--- config.mk ---
export PLATFORM = sky130hd
export DESIGN_NAME = cpbf_ctrl
export DESIGN_NICKNAME = d
export VERILOG_FILES = /design/src/sv/cpbf_pkg.sv /design/src/sv/cpbf_ctrl.sv
export SDC_FILE = /design/constraint.sdc
export NUM_CORES = 1
export LEC_CHECK = 0
export BUFFER_PORTS_ARGS = -buffer_cell sky130_fd_sc_hd__buf_4
export CAP_MARGIN = 20
export CORE_MARGIN = 2
export CORE_UTILIZATION = 53
export CTS_CLUSTER_DIAMETER = 150
export CTS_CLUSTER_SIZE = 25
export DETAILED_ROUTE_END_ITERATION = 12
export HOLD_SLACK_MARGIN = 0.1
export PLACE_DENSITY = 0.86
export SYNTH_ARGS = -nofsm -noshare
export SYNTH_HDL_FRONTEND = slang
export SYNTH_SLANG_ARGS = --single-unit
--- constraint.sdc ---
create_clock -name i_clk -period 2.6 [get_ports i_clk]
set_input_delay 0 -clock i_clk [delete_from_list [all_inputs] [get_ports i_clk]]
set_output_delay 0 -clock i_clk [all_outputs]
set_load 0.01 [all_outputs]
--- src/sv/cpbf_pkg.sv ---
// ---------------------------------------------------------------------------
// cpbf_pkg - shared definitions for the closest pair search block
// Sizes, payload types and the command/status groups between the
// controller and the datapath.
// ---------------------------------------------------------------------------
package cpbf_pkg;

    // Point store capacity and stored coordinate width
    localparam int MAX_POINTS = 64;
    localparam int COORD_BITS = 16;

    // Port field width (fixed by the transaction format)
    localparam int FIELD_BITS = 16;

    localparam int IDX_BITS  = (MAX_POINTS > 1) ? $clog2(MAX_POINTS) : 1;
    localparam int CNT_BITS  = $clog2(MAX_POINTS + 1);
    localparam int SQ_BITS   = 2 * COORD_BITS;
    localparam int DIST_BITS = 2 * COORD_BITS + 2;

    typedef logic signed [FIELD_BITS-1:0] t_field;
    typedef logic [COORD_BITS-1:0]        t_coord;
    typedef logic [2*COORD_BITS-1:0]      t_entry;
    typedef logic [IDX_BITS-1:0]          t_idx;
    typedef logic [CNT_BITS-1:0]          t_cnt;
    typedef logic [SQ_BITS-1:0]           t_sq;
    typedef logic [DIST_BITS-1:0]         t_dist;

    // Controller to datapath
    typedef struct packed {
        logic load;        // point transaction accepted
        logic pair_vld;    // a pair (addr_a, addr_b) enters the distance pipe
        logic rd_en;       // read the store at both ports
        logic rd_best;     // read addresses come from the best pair
        logic out_second;  // result payload shows the second point
        logic clear_set;   // set finished: clear count, flag and best
        t_idx addr_a;
        t_idx addr_b;
    } t_cmd;

    // Datapath to controller
    typedef struct packed {
        t_cnt point_count;
        logic pipe_busy;
    } t_status;

endpackage

--- src/sv/cpbf_ctrl.sv ---
// ---------------------------------------------------------------------------
// cpbf_ctrl - controller of the closest pair search
// Sequences point loading, the i<j pair sweep, pipeline drain, the fetch
// of the best pair and the two result transactions.
// ---------------------------------------------------------------------------
module cpbf_ctrl import cpbf_pkg::*; (
    input  logic    i_clk,
    input  logic    i_rst_n,
    input  logic    i_in_valid,
    input  logic    i_last_point,
    output logic    o_in_ready,
    output logic    o_out_valid,
    input  logic    i_out_ready,
    input  t_status i_status,
    output t_cmd    o_cmd
);

    typedef enum logic [2:0] {
        ST_LOAD,
        ST_SEARCH,
        ST_DRAIN,
        ST_FETCH,
        ST_OUT0,
        ST_OUT1
    } t_state;

    t_state r_state;
    t_cnt   r_i;
    t_cnt   r_j;

    logic   w_load;
    logic   w_has_pair;
    logic   w_row_end;
    logic   w_last_pair;

    assign w_load      = i_in_valid && (r_state == ST_LOAD);
    assign w_has_pair  = (i_status.point_count >= t_cnt'(2));
    assign w_row_end   = (r_j == i_status.point_count - t_cnt'(1));
    assign w_last_pair = w_row_end && (r_i == i_status.point_count - t_cnt'(2));

    // commands decoded from state
    always_comb begin
        o_in_ready       = (r_state == ST_LOAD);
        o_out_valid      = (r_state == ST_OUT0) || (r_state == ST_OUT1);
        o_cmd.load       = w_load;
        o_cmd.pair_vld   = (r_state == ST_SEARCH) && w_has_pair;
        o_cmd.rd_best    = (r_state == ST_FETCH);
        o_cmd.rd_en      = o_cmd.pair_vld || o_cmd.rd_best;
        o_cmd.out_second = (r_state == ST_OUT1);
        o_cmd.clear_set  = (r_state == ST_OUT1) && i_out_ready;
        o_cmd.addr_a     = r_i[IDX_BITS-1:0];
        o_cmd.addr_b     = r_j[IDX_BITS-1:0];
    end

    // state and pair counters
    always_ff @(posedge i_clk) begin
        if (!i_rst_n) begin
            r_state <= ST_LOAD;
            r_i     <= '0;
            r_j     <= '0;
        end else begin
            unique case (r_state)
                ST_LOAD: begin
                    r_i <= '0;
                    r_j <= t_cnt'(1);
                    if (w_load && i_last_point) begin
                        r_state <= ST_SEARCH;
                    end
                end
                ST_SEARCH: begin
                    if (!w_has_pair || w_last_pair) begin
                        r_state <= ST_DRAIN;
                    end else if (w_row_end) begin
                        r_i <= r_i + t_cnt'(1);
                        r_j <= r_i + t_cnt'(2);
                    end else begin
                        r_j <= r_j + t_cnt'(1);
                    end
                end
                ST_DRAIN: begin
                    if (!i_status.pipe_busy) begin
                        r_state <= ST_FETCH;
                    end
                end
                ST_FETCH: begin
                    r_state <= ST_OUT0;
                end
                ST_OUT0: begin
                    if (i_out_ready) begin
                        r_state <= ST_OUT1;
                    end
                end
                ST_OUT1: begin
                    if (i_out_ready) begin
                        r_state <= ST_LOAD;
                    end
                end
                default: begin
                    r_state <= ST_LOAD;
                end
            endcase
        end
    end

endmodule

==> out/results.ini, run 1 <==
[setup_path]
endpoint_kind = flop
critPathRequiredTime_ns = 2.79
start_kind = flop
slowest_stage = dfxtp_1
critPathTopFamily = simple AND/OR/NAND/NOR gates
crit_path_cell_trace = and4bb_1 -> a21oi_1 -> nor4_4 -> buf_4 -> a21o_1 -> and2_1 -> o211ai_1
slowest_delay_ns = 0.54
critical_path_arrival_ns = 2.43
crit_buf_inv = 1
worstSetupPathType = reg2reg
path_max_fanout = 16

[layout]
syn_to_final_growth_pct = 14.8
final_common_cell = buf_4
drive_above_1_share = 0.240
fin_nets = 249
antennaDiodeCount = 0
final_cell_mix = buf_4, nand2_1, xnor2_1

[floorplan]
fp.dieW_um = 59.9
rows = 20
fp.coreArea_sq_um = 3000
die_area_sq_um = 3590
die_h_um = 59.9
start_util = 0.552
io_pins = 33

[routing]
viasPerCell = 5.57
drt_iter0_drc = 56
drc = 0
ant_nets = 0
wl_per_cell_um = 14.3
via_count = 1460
dr.pass1.iters = 4
wl_um = 3740

[timing]
setup_viol = 0
timing.hold.ws_ns = 0.206
max_freq_mhz = 447
fin_tns_setup_ns = 0
worstMarginPinSlew_ns = 0.710
min_period_over_period = 0.861
drv_slew = 0
finalCriticalPeriod_ns = 2.24
max-slew-margin-rel = 0.525
fin_skew_ns = 0.0102
hold_viol = 0
rsz0062_at_grt = false

[power]
swShare = 0.415
max-vdd-ir-drop_mv = 0.337
power.leakage_nw = 0.786
switching_power_mw = 0.384
power.internal_mw = 0.541
power_density_nw_per_um2 = 486
seq_power_share = 0.351
power.share.clock = 0.161
comb_power_share = 0.489

[hold_path]
min_path_type = in2reg

[clocking]
ctsResizeCount = 0
cts_sinks = 17
cts_tree = built
numCtsBuffers = 3
clk_pin_slew_worst_paths_ns = 0.09
clock_path_buffers = 2
root_buffer = clkbuf_4
htreeDepth = 1
clk_latency_ns = 0.31

[global_route]
grt_pass1_wl_um = 6160
grt_pass1_vias = 1340
overflow = 0
grt_start_max_net_pins = 17
track_usage = 0.229
grt_antenna_before_repair = 0

[yosys]
async_flop_share = 0
syn-instance-count = 204
synth_seq_cells = 17
yosysWarnings = 0
yosysSeqAreaShare = 0.205
synth_nets = 223
ys.flop_type = dfxtp_1
synth.distinct_cells = 44
syn_avg_cell_area_sq_um = 8.12
synth_edf_count = 0
synth_area_sq_um = 1660

[placement]
hpwl_um = 2860
io_buffers = 32
globalplace.congestion = 0.873

[run_status]
outcome = finished, final reports clean

[flow_run]
cap_violations = 0

## area by class of cell
class | instances | area, sq um
Multi-Input combinational cell | 154 | 1120
Fill cell | 284 | 1100
Sequential cell | 17 | 340
Timing Repair Buffer | 44 | 338
Tap cell | 33 | 41.3
Inverter | 10 | 37.5
Clock buffer | 4 | 26.3
## what timing repair did
| action | CTS | global route |
|---|---|---|
| hold buffers | 3 | 0 |
| endpoints found under the hold margin | 11 | 0 |
| endpoints found under the setup margin | 0 | 0 |
| setup buffers | 0 | 0 |
## Yosys cell counts, drive strengths merged, types with 2 or more instances
master	count	area share
mux2i	5	0.030
o21ai	3	0.0091
mux2	3	0.020
xor2	9	0.048
nor2	13	0.029
nand2	19	0.043
clkbuf	5	0.011
o21a	3	0.014
buf	18	0.085
ha	6	0.045
dfxtp	17	0.21
nor3	2	0.013
nor2b	5	0.019
a211oi	3	0.014
nor3b	2	0.016
and3	3	0.011
nand3	12	0.036
xnor2	19	0.10
nand2b	7	0.026
nand4	5	0.019
nor4b	2	0.018
and2	5	0.019
o211ai	6	0.030
a21oi	6	0.018
nand3b	3	0.014
inv	10	0.023
## routing by layer
layer | up-vias | GRT usage | share of wire
met1 | 671 | 0.283 | 0.44
met5 | - | 0 | 0
met4 | 0 | 0.0794 | 0.0088
met3 | 3 | 0.0260 | 0.053
li1 | 735 | - | -
met2 | 51 | 0.408 | 0.50
## worst min-delay path: stages
cell and delay (ns):
buf_4 0.11, nand2_1 0.06, a21oi_1 0.07, o211ai_2 0.15, mux2i_1 0.07
## stage by stage
step                      instances  utilization  setup WS [ns]  instance area [sq um]  total power [mW]
after floorplan                 204            -          0.615                   1660             0.659
after global placement          255        0.615          0.383                   1850             0.765
after detailed placement        255        0.615          0.342                   1850             0.776
after CTS                       262        0.633          0.374                   1900             0.929
after global routing            262        0.633          0.195                   1900             0.987
final                           262        0.633          0.362                   1900             0.925
## kinds of logic after synthesis
kind of cell               synth area share
AOI/OAI and AO/OA                     0.130
muxes                                0.0506
adders and majority gates            0.0453
and+or+nand+nor                       0.301
DFF                                   0.205
xor gates and xnor gates              0.148
buffers and inverters                 0.119
## state kept, by name (all words and copies together) (netlist names)
signal / count
r_j: 7
r_i: 7
r_state: 3
## worst paths after layout
check	startpoint	end	slack, ns	cells past startpoint
worst min-delay path	i_in_valid	r_state[0]	0.21	5
worst min register to register	r_j[6]	r_j[6]	0.53	2
worst max-delay path	r_j[2]	r_j[5]	0.36	7
worst max register to register	r_j[2]	r_j[5]	0.36	7
## power groups by stage
| stage | Combinational, mW | Sequential [mW] | Clock (mW) |
|---|---|---|---|
| after floorplan | 0.344 | 0.315 | 0 |
| after global placement | 0.435 | 0.329 | 0 |
| after detailed placement | 0.445 | 0.331 | 0 |
| after CTS | 0.453 | 0.325 | 0.150 |
| after global routing | 0.495 | 0.332 | 0.161 |
| final | 0.452 | 0.325 | 0.149 |
Note: power is estimated with default switching activity, not from simulation.
==> inputs of run 2 (changes only) <==
CAP_MARGIN = not set   (was 20)
PLACE_DENSITY = 0.77   (was 0.86)
REMOVE_ABC_BUFFERS = 1   (was not set)
==> run 2 against run 1 <==
Effect of this change: via count is 0.96% lower; die area is the same; global-route usage down 0.79 points; routed wire length decreased by 2.8%; design area fell by 0.26%; largest power group unchanged; highest routed layer unchanged; final cell count down 0.38%; maximum frequency increased by 1.4%; sequential cell count stayed put.
==> out/results.ini, run 2 (synthesis results as in run 1) <==
[clocking]
numCtsBuffers = 3
clk_pin_slew_worst_paths_ns = 0.09
clock_path_buffers = 2
clk_latency_ns = 0.29
cts_tree = built
htreeDepth = 1
root_buffer = clkbuf_4
postCtsHoldBufs = 4
cts_sinks = 17
ctsResizeCount = 0
postCtsSetupRepairBufs = 0

[routing]
ant_nets = 0
drt_iter0_drc = 78
viasPerCell = 5.54
wl_per_cell_um = 13.9
drc = 0
via_count = 1446
wl_um = 3630
dr.pass1.iters = 4

[power]
swShare = 0.414
switching_power_mw = 0.378
power.internal_mw = 0.534
power_density_nw_per_um2 = 481
seq_power_share = 0.364
comb_power_share = 0.477
power.leakage_nw = 0.782
max-vdd-ir-drop_mv = 0.483
power.share.clock = 0.158

[floorplan]
fp.dieW_um = 59.9
rows = 20
start_util = 0.552
io_pins = 33
die_area_sq_um = 3590
die_h_um = 59.9
fp.coreArea_sq_um = 3000

[placement]
placed_cells = 253
globalplace.congestion = 0.900
dpl_cell_area_sq_um = 1830
hpwl_um = 2770
io_buffers = 32

[layout]
final_core_util = 0.632
fin_nets = 248
reg_top3 = r_i (7), r_j (7), r_state (3)
final_common_cell = buf_4
fin_area_sq_um = 1900
drive_above_1_share = 0.232
fin_cells = 261
syn_to_final_growth_pct = 14.5
antennaDiodeCount = 0
final_cell_mix = buf_4, nand2_1, xnor2_1

[hold_path]
min_path_type = in2reg

[global_route]
grt_antenna_before_repair = 0
grt_pass1_wl_um = 6050
track_usage = 0.222
grt_pass1_vias = 1375
overflow = 0
grt_start_max_net_pins = 13

[setup_path]
critical_path_arrival_ns = 2.38
worstSetupPathType = reg2reg
start_kind = flop
cpMostUsedCell = a21oi_1
slowest_stage = dfxtp_1
crit_path_cell_trace = and4bb_1 -> a21oi_1 -> nor4_4 -> buf_4 -> mux2_2 -> o21ai_0 -> a21oi_1
crit_buf_inv = 1
critPathRequiredTime_ns = 2.78
critPathTopFamily = simple AND/OR/NAND/NOR gates
endpoint_kind = flop
path_max_fanout = 10
slowest_delay_ns = 0.53

[timing]
fin_tns_setup_ns = 0
worstMarginPinSlew_ns = 0.657
drv_slew = 0
setup_viol = 0
max_freq_mhz = 453
fin_skew_ns = 0.00681
min_period_over_period = 0.849
rsz0062_at_grt = false
finalCriticalPeriod_ns = 2.21
max-slew-margin-rel = 0.561
hold_viol = 0

[run_status]
outcome = finished, final reports clean

[flow_run]
cap_violations = 0

-- run 2: per-stage QoR --
step	setup WS (ns)	total power, mW	hold WS [ns]
global placement	0.316	0.758	0.296
global route	0.246	0.980	0.241
floorplan	0.437	0.606	0.117
CTS	0.387	0.913	0.198
detailed placement	0.262	0.764	0.302
finish	0.394	0.912	0.194
-- run 2: worst reg2reg max path, stage by stage, from the launching register on --
cell and delay (ns):
dfxtp_1 0.53, and4bb_1 0.24, a21oi_1 0.07, nor4_4 0.46, buf_4 0.25, mux2_2 0.34, o21ai_0 0.14, a21oi_1 0.07
-- run 2: worst paths after layout --
kind,end,cells past startpoint,slack [ns],from
max,r_j[0],7,0.39,r_j[2]
max reg2reg,r_j[0],7,0.39,r_j[2]
min,r_state[0],5,0.19,i_last_point
min reg2reg,r_j[6],2,0.51,r_j[6]
-- run 2: cell type report --
| type | instances | area [sq um] |
|---|---|---|
| multi-input combinational | 154 | 1120 |
| fill | 279 | 1110 |
| sequential | 17 | 340 |
| timing repair buffer | 43 | 333 |
| tap | 33 | 41.3 |
| inverter | 10 | 37.5 |
| clock buffer | 4 | 26.3 |
-- run 2: power by group through the flow --
stage               combinational [mW]  clock, mW  sequential, mW
detailed placement               0.426          0           0.338
finish                           0.435      0.144           0.332
CTS                              0.436      0.144           0.332
floorplan                        0.276          0           0.331
global route                     0.487      0.155           0.337
global placement                 0.419          0           0.339
-- run 2: layer usage --
metal | vias to the layer above | GRT usage | routed length (um)
met5 | - | 0 | 0
li1 | 737 | - | -
met2 | 40 | 0.374 | 1680
met4 | 0 | 0.0889 | 82
met3 | 11 | 0.0346 | 183
met1 | 658 | 0.279 | 1680
==> inputs of run 3 (changes only) <==
clock period = 2.25 ns   (was 2.6 ns; I/O delays follow)
==> run 3 against run 2 <==
Effect of this change: first-iteration DRC count is 28% lower; final cell count increased by 4.6%; sequential power is 12% higher; routed wire length up 5.5%; clock power grew 18%; critical path type unchanged; critical path depth rose by 2.
==> out/results.ini, run 3 (synthesis results as in run 1) <==
[layout]
fin_nets = 260
syn_to_final_growth_pct = 20.2
drive_above_1_share = 0.271
num-fill-cells = 268
final_common_cell = buf_4
reg_top3 = r_i (7), r_j (7), r_state (3)
final_cell_mix = buf_4, nand2_1, xnor2_1
antennaDiodeCount = 0

[power]
power.leakage_nw = 0.845
power.share.clock = 0.152
power_density_nw_per_um2 = 562
max-vdd-ir-drop_mv = 0.406
swShare = 0.411
switching_power_mw = 0.460
power.internal_mw = 0.659
comb_power_share = 0.515
seq_power_share = 0.333

[setup_path]
reg2regPathDepth = 9
slowest_stage = dfxtp_1
r2r-end = r_j[3]
crit_path_cell_trace = xnor2_1 -> and4bb_1 -> a21oi_1 -> nor4_4 -> buf_6 -> a21o_1 -> buf_4 -> and3_1 -> o21a_1
worstSetupPathType = reg2reg
endpoint_kind = flop
critical_path_arrival_ns = 2.29
r2r_start = r_j[6]
path_max_fanout = 16
rrSetupSlack_ns = 0.16
slowest_delay_ns = 0.35
start_kind = flop
critPathRequiredTime_ns = 2.45

[routing]
dr.pass1.iters = 4
drc = 0
wl_um = 3830
viasPerCell = 5.46
via_count = 1491
wl_per_cell_um = 14.0
ant_nets = 0
drt_iter0_drc = 56

[timing]
max_freq_mhz = 478
fin_tns_setup_ns = 0
fin_skew_ns = 0.00338
max-slew-margin-rel = 0.561
worstMarginPinSlew_ns = 0.656
rsz0062_at_grt = false
finalWorstSetupSlack_ns = 0.156
min_period_over_period = 0.931
hold_viol = 0
drv_slew = 0
finalCriticalPeriod_ns = 2.09
setup_viol = 0

[floorplan]
start_util = 0.552
fp.coreArea_sq_um = 3000
die_area_sq_um = 3590
rows = 20
io_pins = 33
die_h_um = 59.9
fp.dieW_um = 59.9

[global_route]
grt_pass1_vias = 1359
overflow = 0
grt_antenna_before_repair = 0
grt_start_max_net_pins = 17
track_usage = 0.229
grt_pass1_wl_um = 6070

[clocking]
clk_pin_slew_worst_paths_ns = 0.10
cts_tree = built
cts_sinks = 17
root_buffer = clkbuf_4
htreeDepth = 1
clk_latency_ns = 0.30
clock_path_buffers = 2
numCtsBuffers = 3

[hold_path]
min_to = r_state[0]
min-delay-start = i_in_valid
min_path_cells = 5
min_path_type = in2reg

[placement]
hpwl_um = 2980
pre_cts_ws_ns = 0.0366
io_buffers = 32
globalplace.congestion = 0.891

[run_status]
outcome = finished, final reports clean

[flow_run]
cap_violations = 0

[run 3: cell count changes in the layout (fill, tap and decap cells not counted), sizes merged]
cell | previous run | this run
buf | 39 | 51
[run 3: timing repair]
action                                 4_1_cts  5_1_grt
setup endpoints to repair                    0        4
hold buffers                                 4        0
setup buffers                                0        2
endpoints found under the hold margin        8        0
gates resized for setup                      0        1
[run 3: final cells by class]
class / instances / area (sq um) / share of cell area
well taps: 33 / 41.3 / 0.0207
inverters: 10 / 37.5 / 0.0189
repair buffers: 55 / 427 / 0.214
clock buffers: 4 / 26.3 / 0.0132
flip-flops and latches: 17 / 340 / 0.171
multi-input cells: 154 / 1120 / 0.562
[run 3: how the worst max path moves through the flow]
stage | startpoint | to | cells after the start
after global routing | r_j[6] | r_i[0] | 9
final | r_j[6] | r_j[3] | 9
after detailed placement | i_status[2] | r_i[4] | 11
after CTS | r_j[6] | r_j[3] | 9
after global placement | i_status[2] | r_i[1] | 11
after floorplan | r_j[2] | r_j[5] | 6
[run 3: metal layers]
layer / track usage / vias up / part of all wire
met5: 0 / - / 0
met4: 0.0921 / 0 / 0.025
met3: 0.0303 / 7 / 0.038
met2: 0.380 / 35 / 0.48
met1: 0.297 / 693 / 0.46
li1: - / 756 / -
[run 3: worst max-delay path, delay by kind of cell (launching register included)]
family,cells,cell delay (ns)
AO/OA/AOI/OAI,3,0.61
AND/OR/NAND/NOR,3,0.47
flip-flops,1,0.35
buffers and inverters,2,0.33
XOR/XNOR,1,0.24
[run 3: metrics by stage]
| stage | std cells | area [sq um] | power (mW) | utilization | hold slack, ns |
|---|---|---|---|---|---|
| after floorplan | 181 | 1500 | 0.701 | - | 0.117 |
| after global placement | 263 | 1910 | 0.929 | 0.635 | 0.297 |
| after detailed placement | 263 | 1910 | 0.943 | 0.635 | 0.296 |
| after CTS | 271 | 1970 | 1.12 | 0.657 | 0.170 |
| after global routing | 273 | 1990 | 1.20 | 0.663 | 0.203 |
| final | 273 | 1990 | 1.12 | 0.663 | 0.179 |
[run 3: power groups by stage]
stage          logic (mW)  registers (mW)  clock network [mW]
3_3_place_gp        0.551           0.378                   0
5_1_grt             0.631           0.377               0.187
3_5_place_dp        0.566           0.377                   0
4_1_cts             0.576           0.371               0.171
2_1_floorplan       0.318           0.382                   0
6_report            0.576           0.372               0.170
